<file path="config.mk">
export PLATFORM = sky130hd
export DESIGN_NAME = dars_back_flat
export DESIGN_NICKNAME = d
export VERILOG_FILES = /design/src/rtl/core/dars_pkg.sv /design/src/rtl/core/dars_out_if.sv /design/src/rtl/core/dars_back.sv /design/src/flat_wrapper.sv
export SDC_FILE = /design/constraint.sdc
export NUM_CORES = 1
export LEC_CHECK = 0
export ABC_CLOCK_PERIOD_IN_PS = 5220
export BUFFER_PORTS_ARGS = -buffer_cell sky130_fd_sc_hd__buf_2
export CAP_MARGIN = 20
export CELL_PAD_IN_SITES_DETAIL_PLACEMENT = 0
export CELL_PAD_IN_SITES_GLOBAL_PLACEMENT = 2
export CORE_AREA = 8 8 57 59
export DETAILED_ROUTE_END_ITERATION = 12
export DIE_AREA = 0 0 65 67
export HOLD_SLACK_MARGIN = 0.1
export PLACE_DENSITY = 0.77
export SETUP_SLACK_MARGIN = 0.3
export SLEW_MARGIN = 0
export SYNTH_ARGS = -nofsm -noshare
export SYNTH_HDL_FRONTEND = slang
export SYNTH_SLANG_ARGS = --single-unit
</file>
<file path="constraint.sdc">
create_clock -name clk -period 5.22 [get_ports clk]
set_clock_uncertainty 0.15 [all_clocks]
set_input_delay 1.044 -clock clk [delete_from_list [all_inputs] [get_ports clk]]
set_output_delay 1.044 -clock clk [all_outputs]
set_load 0.01 [all_outputs]
</file>
<file path="src/rtl/core/dars_pkg.sv">
package dars_pkg;

  // Per-channel sample ROM size and derived widths
  localparam int CHANNEL_ROM_BYTES = 65536;
  localparam int CHAN_AW           = $clog2(CHANNEL_ROM_BYTES);
  localparam int ROM_AW            = CHAN_AW + 1;
  localparam int ROM_DEPTH         = 2 ** ROM_AW;

  // Address register widths
  localparam int PLAY_W = 17;
  localparam int END_W  = 16;
  localparam int ADDR_SHIFT = 9;

  // Queue between front and back
  localparam int QDEPTH = 4;
  localparam int QPTR_W = $clog2(QDEPTH);
  localparam int QLVL_W = $clog2(QDEPTH + 1);

  typedef enum logic [1:0] {
    FUNC_WRITE = 2'd0,
    FUNC_TICK  = 2'd1,
    FUNC_LOAD  = 2'd2,
    FUNC_NONE  = 2'd3
  } func_t;

  typedef enum logic [1:0] {
    REG_START = 2'd0,
    REG_END   = 2'd1,
    REG_PLAY  = 2'd2,
    REG_STOP  = 2'd3
  } reg_sel_t;

  // What the back part does with a queued beat
  typedef enum logic [1:0] {
    KIND_CTRL  = 2'd0,
    KIND_HELD  = 2'd1,
    KIND_FETCH = 2'd2
  } kind_t;

  typedef struct packed {
    kind_t      kind;
    logic       ch;
    logic       conv_rst;
    logic [7:0] rom_byte;
  } dars_entry_t;

  typedef struct packed {
    logic       valid;
    kind_t      kind;
    logic       ch;
    logic       conv_rst;
  } dars_slot_t;

  typedef struct packed {
    logic              we;
    logic [ROM_AW-1:0] waddr;
    logic [7:0]        wdata;
    logic [ROM_AW-1:0] raddr;
  } dars_ram_req_t;

endpackage

</file>
<file path="src/rtl/core/dars_out_if.sv">
interface dars_out_if;
  logic       valid;
  logic       ready;
  logic       out_channel;
  logic       converter_reset;
  logic [3:0] sample_nibble;
  logic       nibble_valid;

  modport source (output valid, out_channel, converter_reset, sample_nibble, nibble_valid,
                  input ready);
  modport sink (input valid, out_channel, converter_reset, sample_nibble, nibble_valid,
                output ready);
endinterface

</file>
<file path="src/rtl/core/dars_back.sv">
module dars_back import dars_pkg::*; (
  input  logic        clk,
  input  logic        rst,
  input  dars_entry_t head,
  input  logic        head_valid,
  output logic        pop,
  dars_out_if.source  result
);

  logic [3:0] low_held [2];

  // Take the next beat when the output register is free or draining
  assign pop = head_valid && (!result.valid || result.ready);

  always_ff @(posedge clk) begin
    if (rst) begin
      result.valid <= 1'b0;
      low_held[0]  <= '0;
      low_held[1]  <= '0;
    end else begin
      if (pop) begin
        result.valid <= 1'b1;
      end else if (result.valid && result.ready) begin
        result.valid <= 1'b0;
      end
      if (pop && head.kind == KIND_FETCH) begin
        low_held[head.ch] <= head.rom_byte[3:0];
      end
    end
  end

  // Output payload
  always_ff @(posedge clk) begin
    if (pop) begin
      result.out_channel     <= head.ch;
      result.converter_reset <= head.conv_rst;
      unique case (head.kind)
        KIND_FETCH: begin
          result.sample_nibble <= head.rom_byte[7:4];
          result.nibble_valid  <= 1'b1;
        end
        KIND_HELD: begin
          result.sample_nibble <= low_held[head.ch];
          result.nibble_valid  <= 1'b1;
        end
        default: begin
          result.sample_nibble <= '0;
          result.nibble_valid  <= 1'b0;
        end
      endcase
    end
  end

endmodule

</file>
<file path="src/flat_wrapper.sv">
// flat-port wrapper written by rule: the top's interface ports become plain ports
module dars_back_flat import dars_pkg::*;
  (clk, rst, head, head_valid, pop, result_valid, result_out_channel, result_converter_reset, result_sample_nibble, result_nibble_valid, result_ready);
  dars_out_if result_i ();
  input  logic clk;
  input  logic rst;
  input  dars_entry_t head;
  input  logic head_valid;
  output logic pop;
  output wire logic [$bits(result_i.valid)-1:0] result_valid;
  output wire logic [$bits(result_i.out_channel)-1:0] result_out_channel;
  output wire logic [$bits(result_i.converter_reset)-1:0] result_converter_reset;
  output wire logic [$bits(result_i.sample_nibble)-1:0] result_sample_nibble;
  output wire logic [$bits(result_i.nibble_valid)-1:0] result_nibble_valid;
  input wire logic [$bits(result_i.ready)-1:0] result_ready;
  assign result_valid = result_i.valid;
  assign result_out_channel = result_i.out_channel;
  assign result_converter_reset = result_i.converter_reset;
  assign result_sample_nibble = result_i.sample_nibble;
  assign result_nibble_valid = result_i.nibble_valid;
  assign result_i.ready = result_ready;
  dars_back u_core (.clk(clk), .rst(rst), .head(head), .head_valid(head_valid), .pop(pop), .result(result_i));
endmodule
</file>
# Word-level counts from Yosys, hierarchy flattened
# Memory sizes are Yosys's and may differ from the RTL's.
# Index checks and enable logic that the tools add are counted.
[word_totals]
mem_bits_ro = 0
n_memories = 1
inputBits = 16
register_bits = 8
ram_bits = 8
latch_bits = 0
[classes]
mux = 12
n_div = 0
shifts = 0
n_reduce_logical = 8
eq_ne = 2
n_bitwise = 0
n_mul = 0
order_cmp = 0
add_sub_neg = 0
[mem_list]
columns = ["memory", "depth", "word_bits", "read_ports", "rd_clocked_by_memory_dff", "wr", "line_no", "rtl"]
rows = [
  ["u_core.low_held", 2, 4, 1, 0, 2, "dars_back.sv:10", "logic [3:0] low_held [2];"],
]
[op_table]
columns = ["op", "count"]
rows = [
  ["2-to-1 mux 1 bit", 10],
  ["one-hot mux 4 bit (2 select lines)", 1],
  ["2-to-1 mux 4 bit", 1],
  ["OR reduction 4 bit", 1],
  ["logical AND 1 bit", 3],
  ["equality test 2 x 1 -> 1 bit, second input constant", 1],
  ["equality test 2 bit, second input constant", 1],
  ["nonzero test 2 bit", 1],
  ["OR reduction 2 bit", 1],
  ["logical NOT 1 bit", 1],
  ["logical OR 1 bit", 1],
]

# Depth between registers and ports, before layout
[depth]
word_depth = 9
mapped_depth = 4

# Least setup slack after synthesis
# No wires, ideal clock.
[synth_timing]
path_kind = "input -> output"
startpoint = "input head_valid"
endpoint = "output pop"
t_arrival_ps = 1712
n_path_buf = 1
setup_slack_ps = 2314
path_stages = 3
path_cell_list = "inv_1 -> clkbuf_8 -> nor2_1"
[synth_between]
elab_chain_len = 1
[synth_rtl]
columns = ["element", "line_no", "rtl"]
rows = [
  ["start, declared", "flat_wrapper.sv:8", "input logic head_valid;"],
  ["logical AND 1 bit", "dars_back.sv:13", "assign pop = head_valid && (!result.valid || result.ready);"],
  ["end, declared", "flat_wrapper.sv:9", "output logic pop;"],
]
# Every way passes these cells.

# Final worst setup path
# Ends and elaborated chain as after synthesis.

==> metrics.cfg <==
[synthesis]
ys_seq_area_share_pct = 59.0
netlist_area_um2 = 797
netlist_instances = 51
synthesis.nets = 69
synth-seq-cells = 16
synthTopCellsByArea = edfxtp_1, nor4b_2, mux2i_1
synth_cell_types = 19
synthDominantCellAreaShare_pct = 56.5
yosys.area.top_type = edfxtp_1
yosysWarnings = 0
avgSynthCellArea_um2 = 15.6

[global_route]
grt_start_max_net_pins = 13
grt_pass1_wl_um = 2500
globalRouteTotalUtil_pct = 7.39
gr-total-overflow = 0
grt_pass1_vias = 540
use_met3_pct = 2.68
grt_use_met2_pct = 11.7
grt_util_met1_pct = 9.12
antenna_found_initial = 0
top_usage_layer = met2

[floorplan]
fp-row-count = 18
core_area_um2 = 2360
die_area_um2 = 4360
die_y_um = 67
pin_count = 25
fp.dieW_um = 65
start_util_pct = 33.7

[routing]
routed_via_density = 4.84
ant_nets = 0
wl_um = 1510
drt_iter0_drc = 20
dr.pass1.iters = 4
wl_per_cell_um = 14.3
vias = 513
drc = 0

[sta]
min_period_ns = 3.32
post-route-period-util_pct = 63.6
tightest_slew_ns = 0.652
max_freq_mhz = 301
relSlewSlack_pct = 56.2
finalSetupViolations = 0
hold_violations = 0
rsz0062_at_grt = false
hold_slack_ns = 0.464
setup_ws_ns = 1.90
setup_tns_ns = 0
final_max_slew_viol_count = 0

[worst_setup_path]
crit_chain = buf_2 -> inv_1 -> nor2_1 -> buf_2
path_buf_inv = 3
cpMaxStageDelayCell = nor2_1
r2r-end = u_core.low_held[1][1]$_SDFFCE_PN0P_
r2r_start = u_core.result.valid$_SDFFE_PP0P_
r2r_cells = 2
required_ns = 4.03
cp_common_cell = buf_2
cp_data_arrival_time_ns = 2.13
cpPeakStageDelay_ns = 0.57
cp_max_fo = 11
worstSetupPathType = in2out
r2r_slack_ns = 3.64
startpoint_type = primary input
cp-end-kind = output port
cp_top_family = simple AND/OR/NAND/NOR gates

[clock_tree]
insertion_delay_ns = 0.28
clockRootBuffer = clkbuf_4
clock_path_buffers = 2
postCtsSetupBuffers = 0
cts.clk_slew.worst_paths_ns = 0.09
htreeDepth = 1
cts_tree = built
numCtsBuffers = 3
cts_resized = 0
hold_buffers = 0
cts_sinks = 16

[final_layout]
ff_latch_area_um2 = 470
fin_cells = 106
area_delta_synth_final_pct = 18.5
nets = 95
stdcell_area_um2 = 945
utilization_pct = 39.9
drive_gt1_share_pct = 44.7
diodes = 0
n_fill_cell = 235
multiInputGateArea_um2 = 272

[pwr]
power_density_nw_per_um2 = 262
total_power_uw = 248
power_leakage_nw = 0.376
max-vdd-ir-drop_mv = 0.126

[hold_path]
hold_path_end = u_core.result.sample_nibble[0]$_DFFE_PP_
whs_path_depth = 2
hp-start = u_core.low_held[0][0]$_SDFFCE_PN0P_
hold_class = reg2reg

[placed_design]
port_buffers = 24
placed_area_um2 = 918
gp_congestion = 0.707
dp.cells = 102
post-place-ws_ns = 1.88
hpwl_um = 1210

[run]
maxCapViolations = 0

[run_status]
outcome = finished, final reports clean

-- tightest hold or removal path, delay by kind of cell, from the launching register on --
kind	cells	cell delay, ns
flip-flops	1	0.33
AO/OA/AOI/OAI	1	0.12
multiplexers	1	0.06
-- Yosys cell counts --
library cell,number
buf_6,2
clkbuf_8,1
dfxtp_1,1
edfxtp_1,15
ha_1,2
inv_1,5
mux2i_1,4
nand2b_1,1
nand3b_1,1
nor2_1,1
nor2b_1,1
nor2b_4,1
nor4b_1,4
nor4b_2,4
o21a_1,1
o2bb2ai_1,4
o31ai_1,1
o31ai_2,1
or3b_4,1
-- area by class of cell --
type	instances	share of cell area (%)
Sequential cell	16	49.8
Multi-Input combinational cell	27	28.7
Timing Repair Buffer	24	12.7
Tap cell	30	3.97
Clock buffer	3	2.38
Inverter	5	1.99
Clock inverter	1	0.397
-- logic make-up after synthesis --
| group | share of synthesized area (%) |
|---|---|
| simple gates | 18.1 |
| fa+ha+maj | 3.14 |
| mux | 5.02 |
| compound gates | 7.85 |
| flops | 59.0 |
| buf+inv | 6.91 |
-- placed cells by master (no fill, tap or decap) --
cell,count
o21a_1,1
clkinv_1,1
edfxtp_1,15
nor4b_2,4
o31ai_1,1
nor2b_4,1
o2bb2ai_1,4
or3b_4,1
nor2b_1,1
nor4b_1,4
inv_1,5
mux2i_1,4
ha_1,2
o31ai_2,1
nand2b_1,1
dfxtp_1,1
nor2_1,1
nand3b_1,1
clkbuf_4,3
buf_2,24
-- flip-flops by register name, indices dropped and copies added, names as in the netlist --
| signal | flops |
|---|---|
| u_core.low_held | 8 |
| u_core.result.converter_reset | 1 |
| u_core.result.nibble_valid | 1 |
| u_core.result.out_channel | 1 |
| u_core.result.sample_nibble | 4 |
| u_core.result.valid | 1 |
-- worst max path at each step --
| stage | from | cells past startpoint | slack, ns | end |
|---|---|---|---|---|
| after floorplan | head_valid | 3 | 2.31 | pop |
| after global placement | head_valid | 4 | 1.94 | pop |
| after detailed placement | head_valid | 4 | 1.88 | pop |
| after CTS | head_valid | 4 | 1.88 | pop |
| after global routing | head_valid | 4 | 1.78 | pop |
| final | head_valid | 4 | 1.90 | pop |
-- report_power, final --
part	switching, mW	leakage (nW)	internal, mW
Combinational	0.0180	0.201	0.0141
Clock	0.0382	0.0154	0.0277
Sequential	0.00171	0.159	0.148
Total	0.0579	0.376	0.190
-- metal layers --
metal | wire length (µm) | vias to the layer above
met5 | 0 | -
met4 | 4 | 0
met3 | 137 | 2
met2 | 654 | 21
met1 | 717 | 242
li1 | - | 248
(Power assumes the default switching activity.)
