$ cat config.mk
export PLATFORM = sky130hd
export DESIGN_NAME = dars_front_flat
export DESIGN_NICKNAME = d
export VERILOG_FILES = /design/src/rtl/core/dars_pkg.sv /design/src/rtl/core/dars_in_if.sv /design/src/rtl/core/dars_front.sv /design/src/flat_wrapper.sv
export SDC_FILE = /design/constraint.sdc
export NUM_CORES = 1
export LEC_CHECK = 0
export ABC_AREA = 0
export BUFFER_PORTS_ARGS = -buffer_cell sky130_fd_sc_hd__buf_2
export CORE_MARGIN = 5
export CORE_UTILIZATION = 45
export CTS_BUF_LIST = sky130_fd_sc_hd__clkbuf_8 sky130_fd_sc_hd__clkbuf_16
export CTS_CLUSTER_DIAMETER = 100
export DETAILED_ROUTE_END_ITERATION = 12
export GPL_ROUTABILITY_DRIVEN = 0
export PLACE_DENSITY = 0.72
export SLEW_MARGIN = 20
export SYNTH_ARGS = -nofsm -noshare
export SYNTH_HDL_FRONTEND = slang
export SYNTH_SLANG_ARGS = --single-unit
$ cat constraint.sdc
create_clock -name clk -period 4.5 [get_ports clk]
set_clock_uncertainty 0.2 [all_clocks]
set_input_delay 0.225 -clock clk [delete_from_list [all_inputs] [get_ports clk]]
set_output_delay 0.225 -clock clk [all_outputs]
set_load 0.005 [all_outputs]
$ cat src/rtl/core/dars_pkg.sv
package dars_pkg;

  // Per-channel sample ROM size and derived widths
  localparam int CHANNEL_ROM_BYTES = 65536;
  localparam int CHAN_AW           = $clog2(CHANNEL_ROM_BYTES);
  localparam int ROM_AW            = CHAN_AW + 1;
  localparam int ROM_DEPTH         = 2 ** ROM_AW;

  // Address register widths
  localparam int PLAY_W = 17;
  localparam int END_W  = 16;
  localparam int ADDR_SHIFT = 9;

  // Queue between front and back
  localparam int QDEPTH = 4;
  localparam int QPTR_W = $clog2(QDEPTH);
  localparam int QLVL_W = $clog2(QDEPTH + 1);

  typedef enum logic [1:0] {
    FUNC_WRITE = 2'd0,
    FUNC_TICK  = 2'd1,
    FUNC_LOAD  = 2'd2,
    FUNC_NONE  = 2'd3
  } func_t;

  typedef enum logic [1:0] {
    REG_START = 2'd0,
    REG_END   = 2'd1,
    REG_PLAY  = 2'd2,
    REG_STOP  = 2'd3
  } reg_sel_t;

  // What the back part does with a queued beat
  typedef enum logic [1:0] {
    KIND_CTRL  = 2'd0,
    KIND_HELD  = 2'd1,
    KIND_FETCH = 2'd2
  } kind_t;

  typedef struct packed {
    kind_t      kind;
    logic       ch;
    logic       conv_rst;
    logic [7:0] rom_byte;
  } dars_entry_t;

  typedef struct packed {
    logic       valid;
    kind_t      kind;
    logic       ch;
    logic       conv_rst;
  } dars_slot_t;

  typedef struct packed {
    logic              we;
    logic [ROM_AW-1:0] waddr;
    logic [7:0]        wdata;
    logic [ROM_AW-1:0] raddr;
  } dars_ram_req_t;

endpackage

$ cat src/rtl/core/dars_in_if.sv
interface dars_in_if;
  logic        valid;
  logic        ready;
  logic [1:0]  func;
  logic [2:0]  reg_offset;
  logic [7:0]  data_byte;
  logic        tick_channel;
  logic [16:0] rom_address;

  modport source (output valid, func, reg_offset, data_byte, tick_channel, rom_address,
                  input ready);
  modport sink (input valid, func, reg_offset, data_byte, tick_channel, rom_address,
                output ready);
endinterface

$ cat src/rtl/core/dars_front.sv
module dars_front import dars_pkg::*; (
  input  logic              clk,
  input  logic              rst,
  dars_in_if.sink           item,
  input  logic [QLVL_W-1:0] q_level,
  input  logic [7:0]        ram_rdata,
  output dars_ram_req_t     ram_req,
  output logic              push,
  output dars_entry_t       push_entry
);

  logic [PLAY_W-1:0] play [2];
  logic [END_W-1:0]  end_addr [2];
  logic [1:0]        idle;
  logic [1:0]        pending;
  dars_slot_t        slot;

  logic              acc;
  func_t             func;
  reg_sel_t          rsel;
  logic              wch;
  logic              tch;
  logic [PLAY_W-1:0] pos;
  logic              at_end;
  logic [CHAN_AW-1:0] load_off;
  logic              load_ok;

  // Keep room in the queue for the beat already in flight; hold off during reset
  assign item.ready = !rst && (({1'b0, q_level} + {{QLVL_W{1'b0}}, slot.valid})
                               < (QLVL_W + 1)'(QDEPTH));
  assign acc = item.valid && item.ready;

  // Classify the incoming beat
  assign func   = func_t'(item.func);
  assign rsel   = reg_sel_t'(item.reg_offset[2:1]);
  assign wch    = item.reg_offset[0];
  assign tch    = item.tick_channel;
  assign pos    = play[tch];
  assign at_end = (pos >= {1'b0, end_addr[tch]}) || (pos >= PLAY_W'(CHANNEL_ROM_BYTES));
  assign load_off = item.rom_address[CHAN_AW-1:0];
  assign load_ok  = {1'b0, item.rom_address[15:0]} < PLAY_W'(CHANNEL_ROM_BYTES);

  // Sample ROM access: write on load, read at the play address every cycle
  always_comb begin
    ram_req.we    = acc && (func == FUNC_LOAD) && load_ok;
    ram_req.waddr = {item.rom_address[16], load_off};
    ram_req.wdata = item.data_byte;
    ram_req.raddr = {tch, pos[CHAN_AW-1:0]};
  end

  // Update channel state and stage the beat descriptor
  always_ff @(posedge clk) begin
    if (rst) begin
      play[0]     <= '0;
      play[1]     <= '0;
      end_addr[0] <= '0;
      end_addr[1] <= '0;
      idle        <= '0;
      pending     <= '0;
      slot        <= '0;
    end else begin
      if (acc) begin
        unique case (func)
          FUNC_WRITE: begin
            unique case (rsel)
              REG_START: begin
                idle[wch] <= 1'b0;
                slot      <= '{valid: 1'b1, kind: KIND_CTRL, ch: wch, conv_rst: 1'b0};
              end
              REG_END: begin
                end_addr[wch] <= {item.data_byte[6:0], {ADDR_SHIFT{1'b0}}};
                slot.valid    <= 1'b0;
              end
              REG_PLAY: begin
                play[wch]  <= {1'b0, item.data_byte[6:0], {ADDR_SHIFT{1'b0}}};
                slot.valid <= 1'b0;
              end
              REG_STOP: begin
                idle[wch] <= 1'b1;
                slot      <= '{valid: 1'b1, kind: KIND_CTRL, ch: wch, conv_rst: 1'b1};
              end
              default: slot.valid <= 1'b0;
            endcase
          end
          FUNC_TICK: begin
            if (at_end) begin
              idle[tch] <= 1'b1;
              slot      <= '{valid: 1'b1, kind: KIND_CTRL, ch: tch, conv_rst: 1'b1};
            end else if (pending[tch]) begin
              pending[tch] <= 1'b0;
              slot <= '{valid: 1'b1, kind: KIND_HELD, ch: tch, conv_rst: idle[tch]};
            end else begin
              pending[tch] <= 1'b1;
              play[tch]    <= pos + PLAY_W'(1);
              slot <= '{valid: 1'b1, kind: KIND_FETCH, ch: tch, conv_rst: idle[tch]};
            end
          end
          default: slot.valid <= 1'b0;
        endcase
      end else begin
        slot.valid <= 1'b0;
      end
    end
  end

  // Join the staged descriptor with the ROM byte read in the same beat
  assign push = slot.valid;
  always_comb begin
    push_entry.kind     = slot.kind;
    push_entry.ch       = slot.ch;
    push_entry.conv_rst = slot.conv_rst;
    push_entry.rom_byte = ram_rdata;
  end

endmodule

$ cat src/flat_wrapper.sv
// flat-port wrapper written by rule: the top's interface ports become plain ports
module dars_front_flat import dars_pkg::*;
  (clk, rst, q_level, ram_rdata, ram_req, push, push_entry, item_valid, item_func, item_reg_offset, item_data_byte, item_tick_channel, item_rom_address, item_ready);
  dars_in_if item_i ();
  input  logic clk;
  input  logic rst;
  input  logic [QLVL_W-1:0] q_level;
  input  logic [7:0] ram_rdata;
  output dars_ram_req_t ram_req;
  output logic push;
  output dars_entry_t push_entry;
  input wire logic [$bits(item_i.valid)-1:0] item_valid;
  input wire logic [$bits(item_i.func)-1:0] item_func;
  input wire logic [$bits(item_i.reg_offset)-1:0] item_reg_offset;
  input wire logic [$bits(item_i.data_byte)-1:0] item_data_byte;
  input wire logic [$bits(item_i.tick_channel)-1:0] item_tick_channel;
  input wire logic [$bits(item_i.rom_address)-1:0] item_rom_address;
  output wire logic [$bits(item_i.ready)-1:0] item_ready;
  assign item_i.valid = item_valid;
  assign item_i.func = item_func;
  assign item_i.reg_offset = item_reg_offset;
  assign item_i.data_byte = item_data_byte;
  assign item_i.tick_channel = item_tick_channel;
  assign item_i.rom_address = item_rom_address;
  assign item_ready = item_i.ready;
  dars_front u_core (.clk(clk), .rst(rst), .item(item_i), .q_level(q_level), .ram_rdata(ram_rdata), .ram_req(ram_req), .push(push), .push_entry(push_entry));
endmodule
After elaboration in Yosys (flattened, before gate mapping)
Memories as Yosys holds them, arrays and structs flattened.
Index checks and enable logic that the tools add are counted.
{ "op_classes": {"n_shift": 0, "muxes": 45, "order_cmp": 7, "div": 0, "bitwise_logic": 9, "mul": 0, "addsub": 2, "eq_ne": 7, "reduce_logical": 19} }
{ "op_table": {"columns": ["op", "n"], "rows": [
  ["$mux 17", 2],
  ["$reduce_or 17->1", 2],
  ["$mux 1", 30],
  ["$add 17x1->17 const B", 1],
  ["$ge 17x16->1", 1],
  ["$ge 17x17->1 const B", 1],
  ["$pmux 4 s2", 2],
  ["$mux 4", 2],
  ["$pmux 2 s2", 2],
  ["$mux 7", 1],
  ["$reduce_or 7->1", 1],
  ["$eq 2x2->1 const B", 3],
  ["$or 2x2->2", 3],
  ["$reduce_and 3->1", 2],
  ["$reduce_or 2->1", 3],
  ["$logic_and 1x1->1", 5],
  ["$add 3x1->4", 1],
  ["$and 2x2->2", 2],
  ["$eq 2x1->1 const B", 2],
  ["$logic_not 2->1", 2],
  ["$lt 1x2->1 const B", 2],
  ["$lt 4x3->1 const B", 1],
  ["$mux 2", 2],
  ["$not 2->2", 2],
  ["other kinds (10)", 14]
]} }
{ "totals": {"reg_bits": 9, "mem_count": 2, "out_inout_bits": 57, "latchBits": 0, "ram_bits": 48, "mem_bits_ro": 0, "elab_cells": 97, "in_bits": 45} }
{ "mem_list": {"columns": ["memory", "depth", "word_bits", "read_ports", "rd_ports_with_merged_regs", "write_ports", "line_no", "rtl"], "rows": [
  ["u_core.play", 2, 17, 1, 0, 2, "dars_front.sv:12", "logic [PLAY_W-1:0] play [2];"],
  ["u_core.end_addr", 2, 7, 1, 0, 2, "dars_front.sv:13", "logic [END_W-1:0] end_addr [2];"]
]} }

Depth between registers and ports, before layout
{ "logic_depth": {"depth_word": 10, "mapped_depth": 14} }

Worst setup path after synthesis
OpenSTA, ideal clock, no wires.
{ "synth_timing": {"path_type": "input to register", "start": "in item_tick_channel", "end": "mem u_core.play[0][0], enable pin", "stages": 13, "t_required_ns": 3.905, "n_path_buf": 5, "path_slack_ns": -0.157, "setup_time_ns": 0.395, "arrival_time_ns": 4.062, "cell_sequence": "buf_2 -> buf_2 -> buf_2 -> buf_2 -> buf_2 -> mux2i_1 -> ha_1 -> a21o_1 -> a2111o_1 -> or3b_1 -> nor3_2 -> nor2_1 -> o21bai_1"} }
{ "synth_rtl": {"columns": ["element", "line_no", "rtl"], "rows": [
  ["start: declaration", "flat_wrapper.sv:16", "input wire logic [$bits(item_i.tick_channel)-1:0] item_tick_channel;"],
  ["end: declaration", "dars_front.sv:12", null]
]} }

==> results.json <==
{
  "finalHoldViolations": 0,
  "ir_worst_vdd_mv": 0.156,
  "timing.hold.ws_ns": 0.0120,
  "rsz0062_at_grt": "false",
  "dp.cells": 450,
  "clk_latency_ns": 0.33,
  "synthCells": 339,
  "synth_fp_nets": 396,
  "drive_gt1_share_pct": 25.5,
  "power-per-cell-area_nw_per_um2": 296,
  "nNetsFinal": 416,
  "antenna_cells": 0,
  "cts_setup_buffers": 0,
  "synth_seq_cells": 57,
  "crit_path_top_delay_cell": "o21bai_2",
  "design_area_sq_um": 3850,
  "cts-htree-levels": 3,
  "overflow": 0,
  "core_region_area_sq_um": 7730,
  "vias": 2580,
  "pre_cts_ws_ns": 0.347,
  "root_buffer": "clkbuf_8",
  "hold_path_class": "in2reg",
  "yosys_warnings": 0,
  "netlist_area_sq_um": 3590,
  "die_y_um": 99.3,
  "rows": 32,
  "arrival_ns": 3.68,
  "power_leakage_nw": 1.57,
  "ys.flop_type": "edfxtp_1",
  "crit_fanout": 17,
  "antenna_found_initial": 0,
  "syn_avg_cell_area_sq_um": 10.6,
  "placed_area_sq_um": 3680,
  "fin_crit_sh_pct": 87.3,
  "area_growth_pct": 7.22,
  "required_ns": 4.25,
  "final_util_pct": 49.8,
  "dieWidth_um": 99.3,
  "synth_edf_count": 48,
  "max_stage_delay_ns": 0.75,
  "r2r_slack_ns": 0.57,
  "grt_start_max_net_pins": 41,
  "drt-total-wl_um": 8310,
  "cts_hold_buf": 0,
  "grt_first_pass_wirelength_um": 13100,
  "setup_ws_ns": 0.570,
  "start_util_pct": 46.4,
  "path_cells": "mux2i_1 > inv_1 > ha_1 > a21o_1 > a2111o_1 > or3b_1 > nor3_2 > nor2_1 > o21bai_2",
  "io-pin-count": 102,
  "setup_violations": 0,
  "final.setup.tns_ns": 0,
  "critical_path.startpoint_type": "flip-flop",
  "fmax_ghz": 0.254,
  "cts_resized": 0,
  "path_clk_slew_ns": 0.07,
  "endpoint_kind": "flip-flop",
  "post-route-min-period_ns": 3.93,
  "final_common_cell": "buf_2",
  "synthArstFlopShare_pct": 0,
  "drv_cap": 0,
  "worstSetupPathType": "reg2reg",
  "ant_nets": 0,
  "crit_family": "compound AO/OA/AOI/OAI gates",
  "outcome": "finished, final reports clean",
  "hpwl_um": 6280,
  "drtIter0Drc": 132,
  "avgViaCountPerCell": 5.54,
  "die_area_sq_um": 9860,
  "power_mw": 1.14,
  "final_cells": 466,
  "slew_violations": 0,
  "clockBufferDepth": 2,
  "wire_per_inst_um": 17.8,
  "io_buffers": 49,
  "track_usage_pct": 16.9,
  "cts_buffers": 9,
  "cp_num_buf_inv": 1,
  "synth_seq_area_share_pct": 45.2,
  "numClockSinks": 57,
  "grt_pass1_vias": 2599,
  "final_cell_mix": "buf_2, edfxtp_1, nor2_1",
  "drc": 0,
  "first_pass_iters": 4,
  "cts_tree": "built",
  "synth_cell_types": 55,
  "worstMarginPinSlew_ns": 0.949,
  "max_slew_margin_pct": 36.7
}
==> cell type report <==
class	instances	area, sq um
Clock buffer	9	124
Clock inverter	7	38.8
Fill cell	710	3880
Inverter	13	48.8
Multi-Input combinational cell	225	1610
Sequential cell	57	1620
Tap cell	102	128
Timing Repair Buffer	53	275
==> routing by layer <==
layer	vias to the layer above	global-route usage (%)	part of all wire [%]
met3	15	4.07	5.7
li1	1241	-	-
met4	0	7.67	1.9
met2	67	29.0	50
met1	1257	20.1	42
met5	-	0	0
==> cell families after synthesis <==
kind of cell,after synthesis,synth area share (%)
flops,57,45.2
simple gates,127,20.0
mux,26,7.78
xor+xnor,12,2.93
buf+inv,57,10.1
compound gates,48,9.84
fa+ha+maj,12,4.19
==> cells in the mapped netlist, drive strengths merged, types with 3 or more instances <==
master / count / area share (%)
a21oi: 10 / 1.4
a22o: 4 / 0.98
a22oi: 9 / 1.9
and2: 17 / 3.0
buf: 42 / 8.5
dfxtp: 9 / 5.0
edfxtp: 48 / 40
ha: 12 / 4.2
inv: 13 / 1.4
mux2: 12 / 3.9
mux2i: 14 / 3.9
nand2: 21 / 2.2
nand3: 12 / 1.7
nand3b: 5 / 1.0
nand4: 3 / 0.52
nand4b: 3 / 0.73
nor2: 34 / 3.6
nor3: 11 / 1.7
nor4: 3 / 1.1
o21ai: 7 / 0.98
o21bai: 3 / 0.63
or2: 3 / 0.52
or3: 3 / 0.66
xnor2: 12 / 2.9
==> power breakdown <==
part	internal, mW	switching (mW)
Clock	0.193	0.211
Sequential	0.588	0.0103
Combinational	0.0551	0.0801
Total	0.836	0.301
==> flip-flops by register name, summed over array words and instances (netlist names), named ones only <==
register,cells
u_core.push_entry,4
u_core.push,1
u_core.play,34
u_core.end_addr,14
==> final timing paths <==
check,startpoint,to,cells after the start
worst max-delay path,u_core.play[0][14],u_core.play[1][1],9
worst min-delay path,rst,u_core.push_entry[11],2
worst max register to register,u_core.play[0][14],u_core.play[1][1],9
worst min register to register,u_core.push_entry[10],u_core.push_entry[10],2
No activity file was read; power rests on OpenSTA's default activity.
