File: config.mk
export PLATFORM = sky130hd
export DESIGN_NAME = dars_queue
export DESIGN_NICKNAME = d
export VERILOG_FILES = /design/src/rtl/core/dars_pkg.sv /design/src/rtl/core/dars_queue.sv
export SDC_FILE = /design/constraint.sdc
export NUM_CORES = 1
export LEC_CHECK = 0
export ABC_AREA = 1
export BUFFER_PORTS_ARGS = -buffer_cell sky130_fd_sc_hd__buf_2
export CAP_MARGIN = 10
export CORE_MARGIN = 3
export CORE_UTILIZATION = 63
export CTS_BUF_LIST = sky130_fd_sc_hd__clkbuf_4
export DETAILED_ROUTE_END_ITERATION = 10
export GPL_TIMING_DRIVEN = 1
export PLACE_DENSITY = 0.93
export SYNTH_ARGS = -nofsm -noshare
export SYNTH_HDL_FRONTEND = slang
export SYNTH_SLANG_ARGS = --single-unit
File: constraint.sdc
create_clock -name clk -period 2.5 [get_ports clk]
set_input_delay 0.375 -clock clk [delete_from_list [all_inputs] [get_ports clk]]
set_output_delay 0.375 -clock clk [all_outputs]
set_load 0.005 [all_outputs]
File: src/rtl/core/dars_pkg.sv
package dars_pkg;

  // Per-channel sample ROM size and derived widths
  localparam int CHANNEL_ROM_BYTES = 65536;
  localparam int CHAN_AW           = $clog2(CHANNEL_ROM_BYTES);
  localparam int ROM_AW            = CHAN_AW + 1;
  localparam int ROM_DEPTH         = 2 ** ROM_AW;

  // Address register widths
  localparam int PLAY_W = 17;
  localparam int END_W  = 16;
  localparam int ADDR_SHIFT = 9;

  // Queue between front and back
  localparam int QDEPTH = 4;
  localparam int QPTR_W = $clog2(QDEPTH);
  localparam int QLVL_W = $clog2(QDEPTH + 1);

  typedef enum logic [1:0] {
    FUNC_WRITE = 2'd0,
    FUNC_TICK  = 2'd1,
    FUNC_LOAD  = 2'd2,
    FUNC_NONE  = 2'd3
  } func_t;

  typedef enum logic [1:0] {
    REG_START = 2'd0,
    REG_END   = 2'd1,
    REG_PLAY  = 2'd2,
    REG_STOP  = 2'd3
  } reg_sel_t;

  // What the back part does with a queued beat
  typedef enum logic [1:0] {
    KIND_CTRL  = 2'd0,
    KIND_HELD  = 2'd1,
    KIND_FETCH = 2'd2
  } kind_t;

  typedef struct packed {
    kind_t      kind;
    logic       ch;
    logic       conv_rst;
    logic [7:0] rom_byte;
  } dars_entry_t;

  typedef struct packed {
    logic       valid;
    kind_t      kind;
    logic       ch;
    logic       conv_rst;
  } dars_slot_t;

  typedef struct packed {
    logic              we;
    logic [ROM_AW-1:0] waddr;
    logic [7:0]        wdata;
    logic [ROM_AW-1:0] raddr;
  } dars_ram_req_t;

endpackage

File: src/rtl/core/dars_queue.sv
module dars_queue import dars_pkg::*; (
  input  logic              clk,
  input  logic              rst,
  input  logic              push,
  input  dars_entry_t       push_entry,
  input  logic              pop,
  output dars_entry_t       head,
  output logic              head_valid,
  output logic [QLVL_W-1:0] level
);

  dars_entry_t       slots [QDEPTH];
  logic [QPTR_W-1:0] wr_ptr;
  logic [QPTR_W-1:0] rd_ptr;

  assign head       = slots[rd_ptr];
  assign head_valid = level != '0;

  // Store pushed beats
  always_ff @(posedge clk) begin
    if (push) begin
      slots[wr_ptr] <= push_entry;
    end
  end

  // Advance pointers and track fill level
  always_ff @(posedge clk) begin
    if (rst) begin
      wr_ptr <= '0;
      rd_ptr <= '0;
      level  <= '0;
    end else begin
      if (push) begin
        wr_ptr <= wr_ptr + QPTR_W'(1);
      end
      if (pop) begin
        rd_ptr <= rd_ptr + QPTR_W'(1);
      end
      if (push && !pop) begin
        level <= level + QLVL_W'(1);
      end else if (pop && !push) begin
        level <= level - QLVL_W'(1);
      end
    end
  end

endmodule

* Word level (Yosys, flattened, before mapping)
Memories as Yosys holds them, arrays and structs flattened. A register that Yosys moved wholly into a read port is not among the register bits.
Index checks and enable logic that the tools add are counted.
** Cells by class
- Reduce and logical (&&, ||, !) cells :: 6
- Add/subtract/negate cells :: 4
- Bitwise gates (word level) :: 0
- Order comparisons :: 0
- Shifts and indexed selects :: 0
- Equality and inequality tests :: 0
- Div/mod/pow operators :: 0
- Mux-type cells :: 6
- Multipliers :: 0
** Operators by type and width (number)
- 3-bit 2-to-1 mux :: 2
- 2-bit by 1-bit adder with 2-bit output (second input constant) :: 2
- 2-bit 2-to-1 mux :: 2
- 3-bit by 1-bit adder with 3-bit output (second input constant) :: 1
- 3-bit nonzero test :: 1
- 3-bit by 1-bit subtractor with 3-bit output (second input constant) :: 1
- 1-bit logical AND :: 2
- 1-bit logical NOT :: 2
- 1-bit 2-to-1 mux :: 2
- 2-bit nonzero test :: 1
** Storage, ports and cells
- Flip-flop bits (word level) :: 7
- Memories kept :: 1
- Input bits :: 16
- Latch bits :: 0
- Bits in writable memories :: 48
- Output and inout port bits :: 16
- Logic and storage cells :: 20
- Memory bits (read-only) :: 0
** Memories
- slots :: depth 4, bits a word 12, read ports 1, clocked after memory_dff 1, write ports 1, line dars_queue.sv:12 : dars_entry_t slots [QDEPTH];

* Depth between registers and ports, before layout
Gate-level depths: netlist (run 1).
- Depth in word-level cells :: 4
- Gate-level depth with buffers :: 10

* Worst setup path after synthesis (run 1)
No wires, ideal clock.
- Path kind :: input to register
- From :: input pop
- To :: register level[2]
- Arrival :: 1.252 ns
- Data required time :: 2.390 ns
- Setup slack :: 1.138 ns
- Cell stages on the path :: 10
- Cells stage by stage :: inv_1 -> ha_1 -> inv_1 -> fa_1 -> inv_1 -> nand2_1 -> nand3_1 -> nand2_1 -> inv_1 -> nor2_1
** Between the ends
- Longest elaborated chain between the ends :: 3
- Elaborated cells on any way between the ends :: 5
** RTL lines
- from (decl) :: line dars_queue.sv:6 : input logic pop,
- 1-bit logical NOT :: line dars_queue.sv:39 : if (push && !pop) begin
- 1-bit logical AND :: line dars_queue.sv:39
- 3-bit 2-to-1 mux / 2-bit nonzero test (equally long branches)
- to (signal assigned) :: line dars_queue.sv:40 : level <= level + QLVL_W'(1);
- to (signal assigned) :: line dars_queue.sv:42 : level <= level - QLVL_W'(1);
- to (decl) :: line dars_queue.sv:9 : output logic [QLVL_W-1:0] level
Parallel ways exist; a longest one is shown, timed or not.
A chain may end at the register's enable or synchronous reset.

==> results of run 1 <==
[sequential cells by signal (all words and copies together) (netlist names), named ones only]
signal  cells
level       3
slots      48
rd_ptr      2
wr_ptr      2
[power by group through the flow]
stage / Sequential, uW / Combinational [uW] / Clock [uW]
5_1_grt: 1110 / 217 / 799
6_report: 1110 / 192 / 735
4_1_cts: 1110 / 194 / 745
2_1_floorplan: 1120 / 118 / 0
3_5_place_dp: 1130 / 193 / 0
3_3_place_gp: 1120 / 178 / 0
[metrics by stage]
step	setup WS, ns	hold slack [ns]	power, uW	cells	util, %
after CTS	0.323	0.193	2040	261	79.7
after global routing	0.180	0.182	2130	261	79.7
after global placement	0.839	0.424	1300	245	74.8
final	0.333	0.215	2030	261	79.7
after floorplan	1.14	0.412	1230	175	-
after detailed placement	0.730	0.454	1320	245	74.8
[critical path, delay by kind of cell, from the launching register on]
kind,cells,cell delay [ns]
DFF,1,0.63
buffers and inverters,2,0.44
AOI/OAI and AO/OA,2,0.34
[worst paths after layout]
path | endpoint | cells after the start | startpoint | slack (ns)
max | head[5] | 4 | flop | 0.33
min | slots[0][6]$_DFFE_PP_ | 1 | push_entry[6] | 0.21
max reg2reg | slots[0][4]$_DFFE_PP_ | 4 | wr_ptr[0]$_SDFFE_PP0P_ | 1.07
min reg2reg | flop | 1 | rd_ptr[1]$_SDFFE_PP0P_ | 0.46
[layout make-up]
type	count	share of cell area (%)
Clock inverter	4	2.65
Tap cell	44	2.16
Clock buffer	12	3.53
Timing Repair Buffer	32	6.37
Inverter	18	2.65
Multi-Input combinational cell	94	19.2
Sequential cell	57	63.5
[cell families after synthesis]
logic type | share of synthesized area [%]
fa+ha+maj | 3.71
simple gates | 7.25
buf+inv | 5.17
flops | 72.8
compound gates | 11.0
[metal layers]
layer  GRT usage, %  up-vias
li1               -      701
met1           27.5      664
met2           36.4       64
met3           6.15        8
met4           11.7        0
met5              0        -
[cells in the final DEF (no fill, tap or decap)]
cell type / n
edfxtp_1: 48
buf_2: 31
nor2_1: 30
inv_1: 17
o21ai_1: 16
o21ai_0: 14
o22ai_1: 12
clkbuf_4: 12
nand2_1: 10
dfxtp_1: 9
ha_1: 5
a21oi_1: 4
bufinv_16: 2
clkinv_1: 2
inv_2: 1
nand3_1: 1
nand4_1: 1
fa_1: 1
buf_4: 1
==> impl_metrics.csv, run 1 <==
group,metric,value,unit
power,leakage,0.00102,uW
power,p_seq_share,54.4,%
setup_path,end_kind,"output port",
cells_and_area,seqCellArea,1620,um2
sta,fmax,461,MHz
drt,dr_total_vias,1437,
synthesis,ys.flop_type,"edfxtp_1",
power,p_comb_share,9.5,%
floorplanning,ios,32,
cells_and_area,multi_input_area,489,um2
synthesis,synthArstFlopShare,0,%
floorplanning,die_w,65.4,um
drt,drc_errors,0,
floorplanning,rows,20,
global_route,grt_first_pass_wirelength,6.87,mm
drt,dr_wl_met3,285,um
cells_and_area,fillerInstances,197,
sta,finalSetupViolCount,0,
placed_design,io_buffer_count,31,
setup_path,crit_chain,"inv_2, o21ai_1, o22ai_1, buf_2",
setup_path,crit_path_max_incr_delay,0.63,ns
run,cap_violations,0,
cells_and_area,finalNetCount,234,
setup_path,slowest_stage,"dfxtp_1",
synthesis,syn_inst,175,
floorplanning,die_h,65.4,um
sta,rsz0062_at_grt,"false",
drt,met1_length,1.67,mm
synthesis,synth_top_area_cell,"edfxtp_1",
synthesis,syn-cell-area,2230,um2
global_route,track_usage,22.4,%
setup_path,cp.required,2.12,ns
floorplanning,start_util,69.5,%
synthesis,ys_top_cells_by_area,"edfxtp_1 65%, dfxtp_1 8.1%, nor2_1 5.1%, o21ai_1 3.6%, o22ai_1 3.4%",
synthesis,yosysWarnings,0,
synthesis,ys_ff_latch,57,
sta,maxSlewViolCount,0,
sta,clock_skew,0.0102,ns
power,switchingPower,446,uW
drt,wl_per_cell,16.3,um
floorplanning,die_area,4280,um2
clock_tree,clkSlewWorstSetupHoldPaths,0.09,ns
run_status,status,"finished clean",
synthesis,synth_cell_type_count,17,
drt,highest_layer,"met4",
floorplanning,core,3200,um2
drt,routed-wl-met2,2.24,mm
global_route,first_global_vias,1424,
power,irDropWorstVdd,0.610,mV
cells_and_area,syn2layout_area_growth,14.7,%
synthesis,synthMostInstantiatedCell,"edfxtp_1",
drt,wl,4.25,mm
power,clockPowerShare,36.2,%
sta,period_share,86.7,%
clock_tree,numCtsBuffers,9,
synthesis,synth_top_area_share,64.8,%
sta,hold_viol_final,0,
clock_tree,ctsLongestPathBuffers,2,
placed_design,dp_hpwl,2.93,mm
setup_path,crit_fanout,24,
synthesis,ys_seq_area_share,72.8,%
drt,firstDrtPassIters,4,
cells_and_area,drive_gt1_share,21.7,%
global_route,antenna_found_initial,0,
clock_tree,clock_latency,0.38,ns
power,pwr_density_cell,796,nW/um2
synthesis,synth_edf_count,48,
drt,viasPerCell,5.51,
synthesis,synth_common_cells,"48 x edfxtp_1, 30 x nor2_1, 17 x inv_1",
sta,setup_tns,0,ns
worst_hold_path,hold_path.class,"input pin to flop",
power,p_int,1590,uW
placed_design,placed_area,2400,um2
setup_path,arrival,1.79,ns
global_route,grt_max_degree,25,
setup_path,path_class,"flop to output port",
synthesis,synth_nets,197,
drt,drtIter0Drc,109,
drt,detail-route-antenna-nets,0,
clock_tree,postCtsHoldBufs,0,
clock_tree,cts_resized,0,
global_route,grt-ovfl-total,0,
placed_design,place_congestion,0.725,
clock_tree,htree_levels,3,
sta,relSlewSlack,63.4,%
clock_tree,cts.sinks,57,
clock_tree,root_buffer,"clkbuf_4",
setup_path,critPathLaunchType,"flop",
power,swShare,22.0,%
clock_tree,postCtsSetupRepairBufs,0,
cells_and_area,finalInstanceArea,2550,um2
cells_and_area,num_antenna_cells,0,
sta,worstMarginPinSlew,0.549,ns
sta,fin_crit,2.17,ns
synthesis,postSynthAreaPerCell,12.7,um2
clock_tree,cts_tree,"done",
Note: power is estimated with default switching activity, not from simulation.
==> run 2, diff against run 1 <==
SETUP_SLACK_MARGIN = 0.5   (was not set)
==> run 2 against run 1 <==
Cell area rose by 0.29%. Largest power group unchanged. Total power about the same. Critical endpoint unchanged. Wire length fell by 0.38%. Setup slack gained 0.19 ns. Non-clock buffer count unchanged. Critical path depth is the same.
==> impl_metrics.csv, run 2 (synthesis gave the netlist of run 1 again) <==
group,metric,value,unit
run_status,status,"finished clean",
cells_and_area,drive_gt1_share,22.6,%
worst_hold_path,hold_path.class,"input pin to flop",
setup_path,cp_num_buf_inv,2,
clock_tree,cts_tree,"done",
sta,worstMarginPinSlew,0.547,ns
cells_and_area,fin_util,80.0,%
drt,firstDrtPassIters,4,
power,power,2030,uW
global_route,grt-ovfl-total,0,
setup_path,crit_fanout,13,
power,irDropWorstVdd,0.609,mV
clock_tree,ctsLongestPathBuffers,2,
run,cap_violations,0,
floorplanning,die_w,65.4,um
clock_tree,clkSlewWorstSetupHoldPaths,0.09,ns
drt,wl_per_cell,16.2,um
placed_design,dp_hpwl,2.93,mm
floorplanning,ios,32,
floorplanning,rows,20,
power,leakage,0.00102,uW
drt,drc_errors,0,
floorplanning,start_util,69.5,%
clock_tree,numCtsBuffers,9,
setup_path,crit_path_max_incr_delay,0.40,ns
drt,wl,4.23,mm
global_route,antenna_found_initial,0,
clock_tree,root_buffer,"clkbuf_4",
clock_tree,clock_latency,0.38,ns
global_route,grt_first_pass_wirelength,6.86,mm
sta,relSlewSlack,63.5,%
placed_design,place_congestion,0.725,
cells_and_area,top_regs,"slots x48, level x3",
cells_and_area,finalNetCount,234,
cells_and_area,syn2layout_area_growth,15.1,%
sta,period_share,79.2,%
global_route,first_global_vias,1427,
floorplanning,die_h,65.4,um
placed_design,io_buffer_count,31,
setup_path,critPathTopFamily,"buffers and inverters",
power,pwr_density_cell,794,nW/um2
clock_tree,cts.sinks,57,
setup_path,cp.required,2.12,ns
sta,fin_crit,1.98,ns
cells_and_area,fin_cells,261,
sta,hold_viol_final,0,
drt,viasPerCell,5.49,
setup_path,path_class,"flop to output port",
sta,maxSlewViolCount,0,
setup_path,critPathLaunchType,"flop",
cells_and_area,top_register,"slots",
floorplanning,core,3200,um2
setup_path,crit_chain,"inv_1, o21ai_1, o22ai_1, buf_2",
sta,setup_tns,0,ns
sta,rsz0062_at_grt,"true",
drt,dr_total_vias,1434,
placed_design,post-place-cells,245,
drt,detail-route-antenna-nets,0,
sta,clock_skew,0.0105,ns
clock_tree,postCtsHoldBufs,0,
setup_path,end_kind,"output port",
sta,fmax,505,MHz
drt,drtIter0Drc,90,
setup_path,arrival,1.60,ns
global_route,track_usage,22.4,%
cells_and_area,num_antenna_cells,0,
setup_path,slowest_stage,"dfxtp_2",
sta,whs,0.214,ns
cells_and_area,fillerInstances,197,
clock_tree,htree_levels,3,
global_route,grt_max_degree,25,
sta,finalSetupViolCount,0,
floorplanning,die_area,4280,um2
cells_and_area,mostFrequentLayoutCells,"48 x edfxtp_1, 31 x buf_2, 30 x nor2_1, 17 x inv_1, 16 x o21ai_1",
cells_and_area,final_common_cell,"edfxtp_1",
cells_and_area,largest_reg_flops,48,
-- run 2: cell counts in the layout (fill, tap and decap cells not counted) --
No cell type changed its count.
-- run 2: final timing paths --
path	start	to	slack [ns]	depth (start not counted)
worst min register to register	rd_ptr[1]$_SDFFE_PP0P_	flop	0.45	1
worst min-delay path	push_entry[6]	slots[0][6]$_DFFE_PP_	0.21	1
worst max register to register	wr_ptr[0]$_SDFFE_PP0P_	slots[0][4]$_DFFE_PP_	1.07	4
worst max-delay path	flop	head[5]	0.52	4
-- run 2: cell type report --
type,instances,area [um2],share of cell area [%]
clock buffers,12,90.1,3.52
clock inverters,4,67.6,2.64
inverters,18,70.1,2.74
multi-input cells,94,489,19.1
flip-flops and latches,57,1630,63.5
well taps,44,55.1,2.15
repair buffers,32,163,6.35
-- run 2: per-layer routing --
layer	up-vias	GRT usage (%)	part of all wire, %
met2	53	36.4	52
met3	10	6.15	5.8
met4	0	11.7	1.8
met1	670	27.5	40
li1	701	-	-
met5	-	0	0
-- run 2: what timing repair did --
item / in CTS / in global routing
setup buffers: 0 / 0
setup endpoints to repair: 12 / 10
resized for setup: 2 / 3
-- run 2: power breakdown --
group	leakage, uW	switching, uW	total [uW]	internal (uW)
clock	0.0000866	301	736	434
sequential	0.000517	28.5	1110	1080
combinational	0.000414	118	193	74.8
-- run 2: metrics by stage --
step | cell area [um2] | setup slack (ns)
final | 2560 | 0.520
after global routing | 2560 | 0.453
after CTS | 2560 | 0.532
after detailed placement | 2400 | 0.730
after global placement | 2400 | 0.839
after floorplan | 2230 | 1.14
